[src/rtl/core/i2cms_pkg.sv]
// types and constants of the i2c master transfer sequencer
// no dependencies
`default_nettype none

package i2cms_pkg;

  typedef enum logic [1:0] {
    FN_LOAD  = 2'd0,
    FN_START = 2'd1,
    FN_EVENT = 2'd2,
    FN_STOP  = 2'd3
  } func_e;

  typedef enum logic [4:0] {
    ST_BUS_ERR     = 5'h00,
    ST_START       = 5'h01,
    ST_RSTART      = 5'h02,
    ST_SLA_W_ACK   = 5'h03,
    ST_SLA_W_NACK  = 5'h04,
    ST_DATA_W_ACK  = 5'h05,
    ST_DATA_W_NACK = 5'h06,
    ST_ARB_LOST    = 5'h07,
    ST_SLA_R_ACK   = 5'h08,
    ST_SLA_R_NACK  = 5'h09,
    ST_DATA_R_ACK  = 5'h0A,
    ST_DATA_R_NACK = 5'h0B
  } status_e;

  typedef enum logic [1:0] {
    OUT_BUSY = 2'd0,
    OUT_OK   = 2'd1,
    OUT_FAIL = 2'd2
  } outcome_e;

  typedef enum logic [2:0] {
    REG_TARGET_ADDR = 3'd0,
    REG_START_READ  = 3'd1,
    REG_ACK_POLL    = 3'd2,
    REG_RAND_READ   = 3'd3,
    REG_CHAIN       = 3'd4,
    REG_FIRST_LEN   = 3'd5,
    REG_SECOND_LEN  = 3'd6
  } cfg_reg_e;

  localparam int unsigned CfgIdxW  = 3;
  localparam int unsigned CfgDataW = 7;

  // controller control register bits
  localparam logic [5:0] CTRL_AA  = 6'h04;
  localparam logic [5:0] CTRL_SI  = 6'h08;
  localparam logic [5:0] CTRL_STO = 6'h10;
  localparam logic [5:0] CTRL_STA = 6'h20;

  typedef struct packed {
    logic [1:0] func;
    logic [4:0] status_code;
    logic [7:0] received_byte;
    logic       load_which;
    logic [3:0] load_index;
    logic [7:0] load_value;
  } in_item_t;

  typedef struct packed {
    logic [5:0] ctrl_set;
    logic [5:0] ctrl_clear;
    logic       send_valid;
    logic [7:0] send_byte;
    logic       got_valid;
    logic       got_which;
    logic [3:0] got_index;
    logic [7:0] got_byte;
    logic [1:0] outcome;
  } out_item_t;

  typedef struct packed {
    logic [6:0] target_addr;
    logic       start_read;
    logic       ack_polling;
    logic       random_read;
    logic       chain_second;
    logic [4:0] first_length;
    logic [4:0] second_length;
  } cfg_t;

endpackage

`default_nettype wire

[src/rtl/core/i2cms_seq.sv]
// transfer state, status code decode and the byte store memory
// depends on i2cms_pkg
`default_nettype none

module i2cms_seq #(
  parameter int unsigned BUF_DEPTH = 16
) (
  input  wire logic                 clk_i,
  input  wire logic                 rst_ni,
  input  wire logic                 accept_i,
  input  wire i2cms_pkg::in_item_t  item_i,
  input  wire i2cms_pkg::cfg_t      cfg_i,
  output i2cms_pkg::out_item_t      res_o,
  output logic                      send_mem_o,
  output logic [7:0]                rd_data_o
);

  localparam int unsigned IdxW = (BUF_DEPTH > 1) ? $clog2(BUF_DEPTH) : 1;
  localparam int unsigned CurW = $clog2(BUF_DEPTH + 1);

  logic            cursor_which_q, cursor_which_d;
  logic [CurW-1:0] cursor_q, cursor_d;
  logic [4:0]      remaining_q, remaining_d;
  logic            direction_q, direction_d;
  logic            chain_q, chain_d;
  i2cms_pkg::outcome_e result_q, result_d;

  logic [7:0] mem_q [2**(IdxW+1)];
  logic [7:0] rd_data_q;

  logic            wr_en;
  logic            wr_which;
  logic [IdxW-1:0] wr_idx;
  logic [7:0]      wr_data;
  logic            rd_en;
  logic            rd_which;
  logic [IdxW-1:0] rd_idx;

  logic [31:0]     cur_ext;
  logic [31:0]     li_ext;
  logic            cur_in;
  logic            li_ok;
  logic [4:0]      rem_dec;

  assign cur_ext = 32'(cursor_q);
  assign li_ext  = 32'(item_i.load_index);
  assign cur_in  = cursor_q < CurW'(BUF_DEPTH);
  assign li_ok   = li_ext < 32'(BUF_DEPTH);
  assign rem_dec = (remaining_q != 5'd0) ? remaining_q - 5'd1 : 5'd0;

  always_comb begin
    cursor_which_d = cursor_which_q;
    cursor_d       = cursor_q;
    remaining_d    = remaining_q;
    direction_d    = direction_q;
    chain_d        = chain_q;
    result_d       = result_q;
    res_o          = '0;
    send_mem_o     = 1'b0;
    wr_en          = 1'b0;
    wr_which       = cursor_which_q;
    wr_idx         = cursor_q[IdxW-1:0];
    wr_data        = item_i.received_byte;
    rd_en          = 1'b0;
    rd_which       = cursor_which_q;
    rd_idx         = cursor_q[IdxW-1:0];

    unique case (i2cms_pkg::func_e'(item_i.func))
      i2cms_pkg::FN_LOAD: begin
        wr_en    = li_ok;
        wr_which = item_i.load_which;
        wr_idx   = li_ext[IdxW-1:0];
        wr_data  = item_i.load_value;
      end
      i2cms_pkg::FN_START: begin
        result_d       = i2cms_pkg::OUT_BUSY;
        direction_d    = cfg_i.start_read;
        chain_d        = cfg_i.chain_second;
        res_o.ctrl_set = i2cms_pkg::CTRL_STA;
      end
      i2cms_pkg::FN_STOP: begin
        res_o.ctrl_set   = i2cms_pkg::CTRL_STO | i2cms_pkg::CTRL_AA;
        res_o.ctrl_clear = i2cms_pkg::CTRL_SI;
      end
      i2cms_pkg::FN_EVENT: begin
        case (i2cms_pkg::status_e'(item_i.status_code)) inside
          i2cms_pkg::ST_BUS_ERR, i2cms_pkg::ST_DATA_W_NACK,
          i2cms_pkg::ST_SLA_R_NACK: begin
            res_o.ctrl_set   = i2cms_pkg::CTRL_STO | i2cms_pkg::CTRL_AA;
            res_o.ctrl_clear = i2cms_pkg::CTRL_SI;
            result_d         = i2cms_pkg::OUT_FAIL;
          end
          i2cms_pkg::ST_START, i2cms_pkg::ST_RSTART: begin
            res_o.send_valid = 1'b1;
            res_o.send_byte  = {cfg_i.target_addr, direction_q};
            res_o.ctrl_set   = i2cms_pkg::CTRL_AA;
            res_o.ctrl_clear = i2cms_pkg::CTRL_STA | i2cms_pkg::CTRL_SI;
            cursor_d         = '0;
            if (item_i.status_code == i2cms_pkg::ST_RSTART) begin
              remaining_d    = cfg_i.second_length;
              cursor_which_d = 1'b1;
            end else begin
              remaining_d    = cfg_i.first_length;
              cursor_which_d = 1'b0;
            end
          end
          i2cms_pkg::ST_SLA_W_ACK: begin
            res_o.ctrl_clear = i2cms_pkg::CTRL_SI;
            if (cfg_i.ack_polling) begin
              res_o.ctrl_set = i2cms_pkg::CTRL_STO | i2cms_pkg::CTRL_AA;
              result_d       = i2cms_pkg::OUT_OK;
            end else begin
              res_o.ctrl_set   = i2cms_pkg::CTRL_AA;
              res_o.send_valid = 1'b1;
              rd_en            = cur_in;
              send_mem_o       = cur_in;
              if (cur_in) begin
                cursor_d = cursor_q + CurW'(1);
              end
            end
          end
          i2cms_pkg::ST_SLA_W_NACK: begin
            res_o.ctrl_clear = i2cms_pkg::CTRL_SI;
            if (cfg_i.ack_polling) begin
              res_o.ctrl_set = i2cms_pkg::CTRL_STA | i2cms_pkg::CTRL_AA;
            end else begin
              res_o.ctrl_set = i2cms_pkg::CTRL_STO | i2cms_pkg::CTRL_AA;
              result_d       = i2cms_pkg::OUT_FAIL;
            end
          end
          i2cms_pkg::ST_DATA_W_ACK: begin
            res_o.ctrl_clear = i2cms_pkg::CTRL_SI;
            remaining_d      = rem_dec;
            if (rem_dec != 5'd0) begin
              res_o.ctrl_set   = i2cms_pkg::CTRL_AA;
              res_o.send_valid = 1'b1;
              rd_en            = cur_in;
              send_mem_o       = cur_in;
              if (cur_in) begin
                cursor_d = cursor_q + CurW'(1);
              end
            end else if (cfg_i.random_read) begin
              direction_d    = 1'b1;
              res_o.ctrl_set = i2cms_pkg::CTRL_STA | i2cms_pkg::CTRL_AA;
            end else if (chain_q) begin
              // move on to the second store from its first byte
              cursor_which_d   = 1'b1;
              cursor_d         = CurW'(1);
              remaining_d      = cfg_i.second_length;
              chain_d          = 1'b0;
              res_o.ctrl_set   = i2cms_pkg::CTRL_AA;
              res_o.send_valid = 1'b1;
              rd_en            = 1'b1;
              send_mem_o       = 1'b1;
              rd_which         = 1'b1;
              rd_idx           = '0;
            end else begin
              res_o.ctrl_set = i2cms_pkg::CTRL_STO | i2cms_pkg::CTRL_AA;
              result_d       = i2cms_pkg::OUT_OK;
            end
          end
          i2cms_pkg::ST_ARB_LOST: begin
            res_o.ctrl_set   = i2cms_pkg::CTRL_STA | i2cms_pkg::CTRL_AA;
            res_o.ctrl_clear = i2cms_pkg::CTRL_SI;
          end
          i2cms_pkg::ST_SLA_R_ACK: begin
            if (remaining_q == 5'd1) begin
              res_o.ctrl_clear = i2cms_pkg::CTRL_AA | i2cms_pkg::CTRL_SI;
            end else begin
              res_o.ctrl_set   = i2cms_pkg::CTRL_AA;
              res_o.ctrl_clear = i2cms_pkg::CTRL_SI;
            end
          end
          i2cms_pkg::ST_DATA_R_ACK: begin
            wr_en           = cur_in;
            res_o.got_valid = cur_in;
            res_o.got_which = cur_in & cursor_which_q;
            res_o.got_index = cur_in ? cur_ext[3:0] : 4'd0;
            res_o.got_byte  = cur_in ? item_i.received_byte : 8'd0;
            remaining_d     = rem_dec;
            if (rem_dec == 5'd1) begin
              res_o.ctrl_clear = i2cms_pkg::CTRL_AA | i2cms_pkg::CTRL_SI;
            end else begin
              res_o.ctrl_set   = i2cms_pkg::CTRL_AA;
              res_o.ctrl_clear = i2cms_pkg::CTRL_SI;
            end
            if (cur_in) begin
              cursor_d = cursor_q + CurW'(1);
            end
          end
          i2cms_pkg::ST_DATA_R_NACK: begin
            wr_en            = cur_in;
            res_o.got_valid  = cur_in;
            res_o.got_which  = cur_in & cursor_which_q;
            res_o.got_index  = cur_in ? cur_ext[3:0] : 4'd0;
            res_o.got_byte   = cur_in ? item_i.received_byte : 8'd0;
            res_o.ctrl_set   = i2cms_pkg::CTRL_STO | i2cms_pkg::CTRL_AA;
            res_o.ctrl_clear = i2cms_pkg::CTRL_SI;
            result_d         = i2cms_pkg::OUT_OK;
          end
          default: begin
          end
        endcase
      end
    endcase

    res_o.outcome = result_d;
  end

  always_ff @(posedge clk_i or negedge rst_ni) begin
    if (!rst_ni) begin
      cursor_which_q <= 1'b0;
      cursor_q       <= '0;
      remaining_q    <= 5'd0;
      direction_q    <= 1'b0;
      chain_q        <= 1'b0;
      result_q       <= i2cms_pkg::OUT_BUSY;
    end else if (accept_i) begin
      cursor_which_q <= cursor_which_d;
      cursor_q       <= cursor_d;
      remaining_q    <= remaining_d;
      direction_q    <= direction_d;
      chain_q        <= chain_d;
      result_q       <= result_d;
    end
  end

  // both stores in one memory, store select on the top address bit
  always_ff @(posedge clk_i) begin
    if (accept_i && wr_en) begin
      mem_q[{wr_which, wr_idx}] <= wr_data;
    end
    if (accept_i && rd_en) begin
      rd_data_q <= mem_q[{rd_which, rd_idx}];
    end
  end

  assign rd_data_o = rd_data_q;

endmodule

`default_nettype wire

[src/rtl/core/i2c_master_transfer_sequencer.sv]
// top level of the i2c master transfer sequencer: handshake, config, result register
// depends on i2cms_pkg and i2cms_seq
//
//  channel   dir   handshake                 payload
//  in        in    in_valid_i / in_ready_o   in_data_i   (i2cms_pkg::in_item_t)
//  out       out   out_valid_o / out_ready_i out_data_o  (i2cms_pkg::out_item_t)
//  cfg       in    cfg_we_i                  cfg_idx_i, cfg_wdata_i
//
// one request per cycle unless out is stalled; its result is registered and shows in the cycle after acceptance
// the transmit byte comes from the single registered read port of the byte store memory
// a new request is taken whenever the result register is empty or being drained
// reset clears transfer state and sets config to its defaults; store contents are left as they are
`default_nettype none

module i2c_master_transfer_sequencer #(
  parameter int unsigned BUF_DEPTH = 16
) (
  input  wire logic                           clk_i,
  input  wire logic                           rst_ni,
  input  wire logic                           in_valid_i,
  output logic                                in_ready_o,
  input  wire i2cms_pkg::in_item_t            in_data_i,
  output logic                                out_valid_o,
  input  wire logic                           out_ready_i,
  output i2cms_pkg::out_item_t                out_data_o,
  input  wire logic                           cfg_we_i,
  input  wire logic [i2cms_pkg::CfgIdxW-1:0]  cfg_idx_i,
  input  wire logic [i2cms_pkg::CfgDataW-1:0] cfg_wdata_i
);

  i2cms_pkg::cfg_t      cfg_q;
  i2cms_pkg::out_item_t res_d, res_q;
  logic                 send_mem_d, send_mem_q;
  logic                 valid_q;
  logic                 accept;
  logic [7:0]           rd_data;

  assign in_ready_o = !valid_q || out_ready_i;
  assign accept     = in_valid_i && in_ready_o;

  always_ff @(posedge clk_i or negedge rst_ni) begin
    if (!rst_ni) begin
      cfg_q.target_addr   <= 7'd0;
      cfg_q.start_read    <= 1'b0;
      cfg_q.ack_polling   <= 1'b0;
      cfg_q.random_read   <= 1'b0;
      cfg_q.chain_second  <= 1'b0;
      cfg_q.first_length  <= 5'd1;
      cfg_q.second_length <= 5'd1;
    end else if (cfg_we_i) begin
      unique case (cfg_idx_i)
        i2cms_pkg::REG_TARGET_ADDR: cfg_q.target_addr   <= cfg_wdata_i;
        i2cms_pkg::REG_START_READ:  cfg_q.start_read    <= cfg_wdata_i[0];
        i2cms_pkg::REG_ACK_POLL:    cfg_q.ack_polling   <= cfg_wdata_i[0];
        i2cms_pkg::REG_RAND_READ:   cfg_q.random_read   <= cfg_wdata_i[0];
        i2cms_pkg::REG_CHAIN:       cfg_q.chain_second  <= cfg_wdata_i[0];
        i2cms_pkg::REG_FIRST_LEN:   cfg_q.first_length  <= cfg_wdata_i[4:0];
        i2cms_pkg::REG_SECOND_LEN:  cfg_q.second_length <= cfg_wdata_i[4:0];
        default: begin
        end
      endcase
    end
  end

  i2cms_seq #(
    .BUF_DEPTH (BUF_DEPTH)
  ) u_seq (
    .clk_i      (clk_i),
    .rst_ni     (rst_ni),
    .accept_i   (accept),
    .item_i     (in_data_i),
    .cfg_i      (cfg_q),
    .res_o      (res_d),
    .send_mem_o (send_mem_d),
    .rd_data_o  (rd_data)
  );

  always_ff @(posedge clk_i or negedge rst_ni) begin
    if (!rst_ni) begin
      valid_q <= 1'b0;
    end else if (accept) begin
      valid_q <= 1'b1;
    end else if (out_ready_i) begin
      valid_q <= 1'b0;
    end
  end

  always_ff @(posedge clk_i) begin
    if (accept) begin
      res_q      <= res_d;
      send_mem_q <= send_mem_d;
    end
  end

  always_comb begin
    out_data_o = res_q;
    if (send_mem_q) begin
      out_data_o.send_byte = rd_data;
    end
  end

  assign out_valid_o = valid_q;

endmodule

`default_nettype wire

[config.mk]
export PLATFORM = sky130hd
export DESIGN_NAME = i2c_master_transfer_sequencer
export DESIGN_NICKNAME = d
export VERILOG_FILES = /design/src/rtl/core/i2cms_pkg.sv /design/src/rtl/core/i2cms_seq.sv /design/src/rtl/core/i2c_master_transfer_sequencer.sv
export SDC_FILE = /design/constraint.sdc
export NUM_CORES = 1
export LEC_CHECK = 0
export ABC_AREA = 1
export BUFFER_PORTS_ARGS = -buffer_cell sky130_fd_sc_hd__buf_2
export CAP_MARGIN = 20
export CORE_UTILIZATION = 40
export DETAILED_ROUTE_END_ITERATION = 16
export GPL_TIMING_DRIVEN = 0
export SKIP_LAST_GASP = 1
export SLEW_MARGIN = 10
export SYNTH_ARGS = -nofsm -noshare
export SYNTH_HDL_FRONTEND = slang
export SYNTH_SLANG_ARGS = --single-unit
[constraint.sdc]
create_clock -name clk_i -period 7.26 [get_ports clk_i]
set_input_delay 1.452 -clock clk_i [delete_from_list [all_inputs] [get_ports clk_i]]
set_output_delay 1.452 -clock clk_i [all_outputs]
set_load 0.01 [all_outputs]
==> results.cfg <==
[status]
status = complete, no violations

[timing]
final.period_utilization_pct = 60.8
final.setup_skew_ps = 26.4
slew_hr_pct = 25.3
finalHoldViolCount = 0
max_freq_mhz = 227
timing.setup.tns_ps = 0
timing_worst_slew_pin_value_ps = 1120
report.final.setup_viol = 0
post-route-min-period_ps = 4410
grt_setup_unrepaired = false
slew_violations = 0

[cells_and_area]
multiInputGateArea_um2 = 4320
insertedDiodeCount = 0
final-seq-area_um2 = 9820
stdcell_area_um2 = 18200
post_route_cells_drive_above_1_share_pct = 16.6
final.fill_count = 3651
fin_nets = 1755
syn_to_final_growth_pct = 16.6

[global_routing]
grt_first_pass_wirelength_um = 64400
grt_overflow = 0
gr-usage-all-layers_pct = 22.0
grt_pass1_vias = 11000
antenna_found_initial = 0
pin_count_of_the_biggest_net_entering_global_routing = 38

[synth]
synthesis.instances = 1562
synth_fa_ha_area_share_pct = 0.720
yosys_top_cell_by_area = sky130_fd_sc_hd__edfxtp_1
mappedNetlistArea_um2 = 15600
post_synth_xor_area_fraction_pct = 0.0560
synthMuxAreaShare_pct = 0.576
synth-seq-area-share_pct = 62.8
yosysMostFrequentCell = sky130_fd_sc_hd__edfxtp_1
syn_avg_cell_area_um2 = 10.0
postSynthRegisterBits = 333
synthDistinctLibCells = 42
synth-compound-area-share_pct = 5.00
leading_register_cell_type_out_of_synthesis = sky130_fd_sc_hd__edfxtp_1
synth_enable_flop_cells = 296
post_synth_most_frequent_cells = 296 x sky130_fd_sc_hd__edfxtp_1, 289 x sky130_fd_sc_hd__nand2_1, 278 x sky130_fd_sc_hd__inv_1
synth_simple_gate_area_share_pct = 20.4
synthesis.yosys.warnings = 0
synth_top_family_by_area = simple AND/OR/NAND/NOR gates
yosysTopAreaCellShare_pct = 56.9
asr_flop_ratio_synth_pct = 11.1
synth.top_cells.by_area = sky130_fd_sc_hd__edfxtp_1 57%, sky130_fd_sc_hd__nand3_1 8.4%, sky130_fd_sc_hd__nand2_1 6.9%, sky130_fd_sc_hd__inv_1 6.7%, sky130_fd_sc_hd__dfrtp_1 5.6%

[critical_path]
worstSetupPathType = primary input to flop
stage_delay_of_the_slowest_cell_on_the_critical_path_ps = 860
cp_num_buf_inv = 5
critPathCaptureType = flop
timing.critical_path.required_ps = 7500
crit_arrival_ps = 4650
timing.critical_path.mode_cell = sky130_fd_sc_hd__inv_1
r2r_slack_ps = 3900
type_of_origin_of_the_critical_path = primary input
crit_chain = buf_2 -> inv_1 -> ha_1 -> clkbuf_1 -> o21ai_0 -> inv_1 -> nand2_1 -> nor3_1 -> clkbuf_2
timing.rr.end = u_seq.rd_data_o[1]
critPathSlowestCell = sky130_fd_sc_hd__clkbuf_1
regToRegStartpoint = u_seq.remaining_q[0]
critPathTopFamily = buffers and inverters
reg2regPathDepth = 15
worstPathMaxFanout = 10

[die]
initial_core_util_pct = 40.6
floorplan.rows = 72
floorplan.core_area_um2 = 38600
pin_count = 82
die_x_um = 200
floorplan.die.height_um = 200
die-area_um2 = 39900

[worst_hold_path]
hold_path_end = cfg_q[17]
worst_hold_path.num_cells = 2
min-delay-path-class = flop to flop
min_from = cfg_q[17]

[cts]
htree_num_levels = 2
clk-insertion-delay-late_ps = 540
postCtsResizedCells = 0
cts_hold_buffers = 0
cts_num_sinks = 333
cts-buffers-inserted = 38
clk_tree_root_cell = sky130_fd_sc_hd__clkbuf_16
cts_buffer_depth = 3
tritoncts = built
cts.repair_timing.setup_buffer_count = 0
clock_slew_at_the_register_clock_pins_of_the_worst_setup_and_hold_paths_ps = 60

[power]
peakVddDrop_mv = 0.133
leakage_nw = 7.76
power.density_cell_area_nw_per_um2 = 275

[routing]
wl_per_cell_um = 19.3
vias = 11600
drt-initial-drc-count = 1237
post_detailed_route_via_to_cell_ratio = 5.15
antenna_violating_nets_left = 0
detail_route.first_pass.iterations = 5
drc = 0
wl_um = 43500

[place]
placed_standard_cell_area_um2 = 17000
replace_congestion = 0.945
post-dp-hpwl_um = 31000
portBuffers = 75

[run]
cap_violations = 0
==> where the power goes <==
group / internal, mW / switching (mW)
sequential: 2.16 / 0.0403
clock: 1.09 / 0.770
combinational: 0.286 / 0.668
==> cell families after synthesis <==
| logic type | count (synthesis) |
|---|---|
| DFF | 333 |
| and+or+nand+nor | 710 |
| AOI/OAI and AO/OA | 120 |
| xor gates and xnor gates | 1 |
| adders and majority gates | 9 |
| other | 1 |
| muxes | 8 |
| buffers and inverters | 380 |
==> sequential cells by signal (all words and copies together), names as in the netlist, 2 cells and up <==
register	flops
cfg_q	21
u_seq.cursor_q	5
u_seq.rd_data_o	8
out_data_o	23
u_seq.result_q	2
u_seq.mem_q	256
u_seq.remaining_q	5
res_q	8
==> layout by cell type, fill, tap and decap left out, drive strengths merged, types with 9 or more instances in the layout <==
| cell | n |
|---|---|
| edfxtp | 296 |
| nand3 | 264 |
| a21oi | 15 |
| nor3 | 23 |
| o2111ai | 33 |
| ha | 9 |
| or2 | 36 |
| buf | 160 |
| clkbuf | 83 |
| a31oi | 9 |
| nor2 | 87 |
| dfrtp | 35 |
| clkinv | 15 |
| nand2 | 292 |
| inv | 283 |
| o21ai | 50 |
==> metal layers <==
metal | wire length [um] | track usage, %
met3 | 3260 | 3.88
met4 | 1230 | 7.29
met5 | 0 | 0
met2 | 20000 | 35.4
met1 | 19000 | 30.1
==> layout make-up <==
| cell class | instances | share of cell area, % |
|---|---|---|
| flip-flops and latches | 333 | 53.8 |
| multi-input cells | 854 | 23.7 |
| inverters | 285 | 5.87 |
| clock buffers | 52 | 5.56 |
| well taps | 518 | 3.55 |
| repair buffers | 96 | 3.46 |
| plain buffers | 95 | 3.04 |
| clock inverters | 18 | 1.02 |
==> worst max path at each step <==
| stage | start | to | slack, ps | cells after the start |
|---|---|---|---|---|
| after CTS | in_data_i[27] | u_seq.mem_q[29][0] | 2580 | 8 |
| after detailed placement | in_data_i[27] | u_seq.mem_q[29][0] | 2050 | 8 |
| final | in_data_i[27] | u_seq.mem_q[1][2] | 2850 | 9 |
| after global placement | in_data_i[27] | u_seq.mem_q[3][2] | 260 | 5 |
| after global routing | in_data_i[27] | u_seq.mem_q[1][2] | 2610 | 9 |
| after floorplan | in_data_i[26] | u_seq.mem_q[0][6] | 3390 | 5 |
==> stage by stage <==
step	setup slack (ps)	utilization [%]	cells	power, mW	hold WS [ps]
after CTS	2580	47.2	2243	5.04	487
final	2850	47.3	2251	5.02	485
after global routing	2610	47.3	2251	5.21	503
after global placement	261	43.3	2160	3.15	469
after detailed placement	2050	44.1	2173	3.18	473
after floorplan	3390	-	1567	2.82	453
==> worst register-to-register path, delay by kind of cell, from the launching register on <==
| kind | cells | cell delay (ps) |
|---|---|---|
| flops | 1 | 410 |
| buf+inv | 3 | 780 |
| xor+xnor | 1 | 160 |
| simple gates | 10 | 1480 |
| fa+ha+maj | 1 | 260 |
No activity file was read; power rests on OpenSTA's default activity.
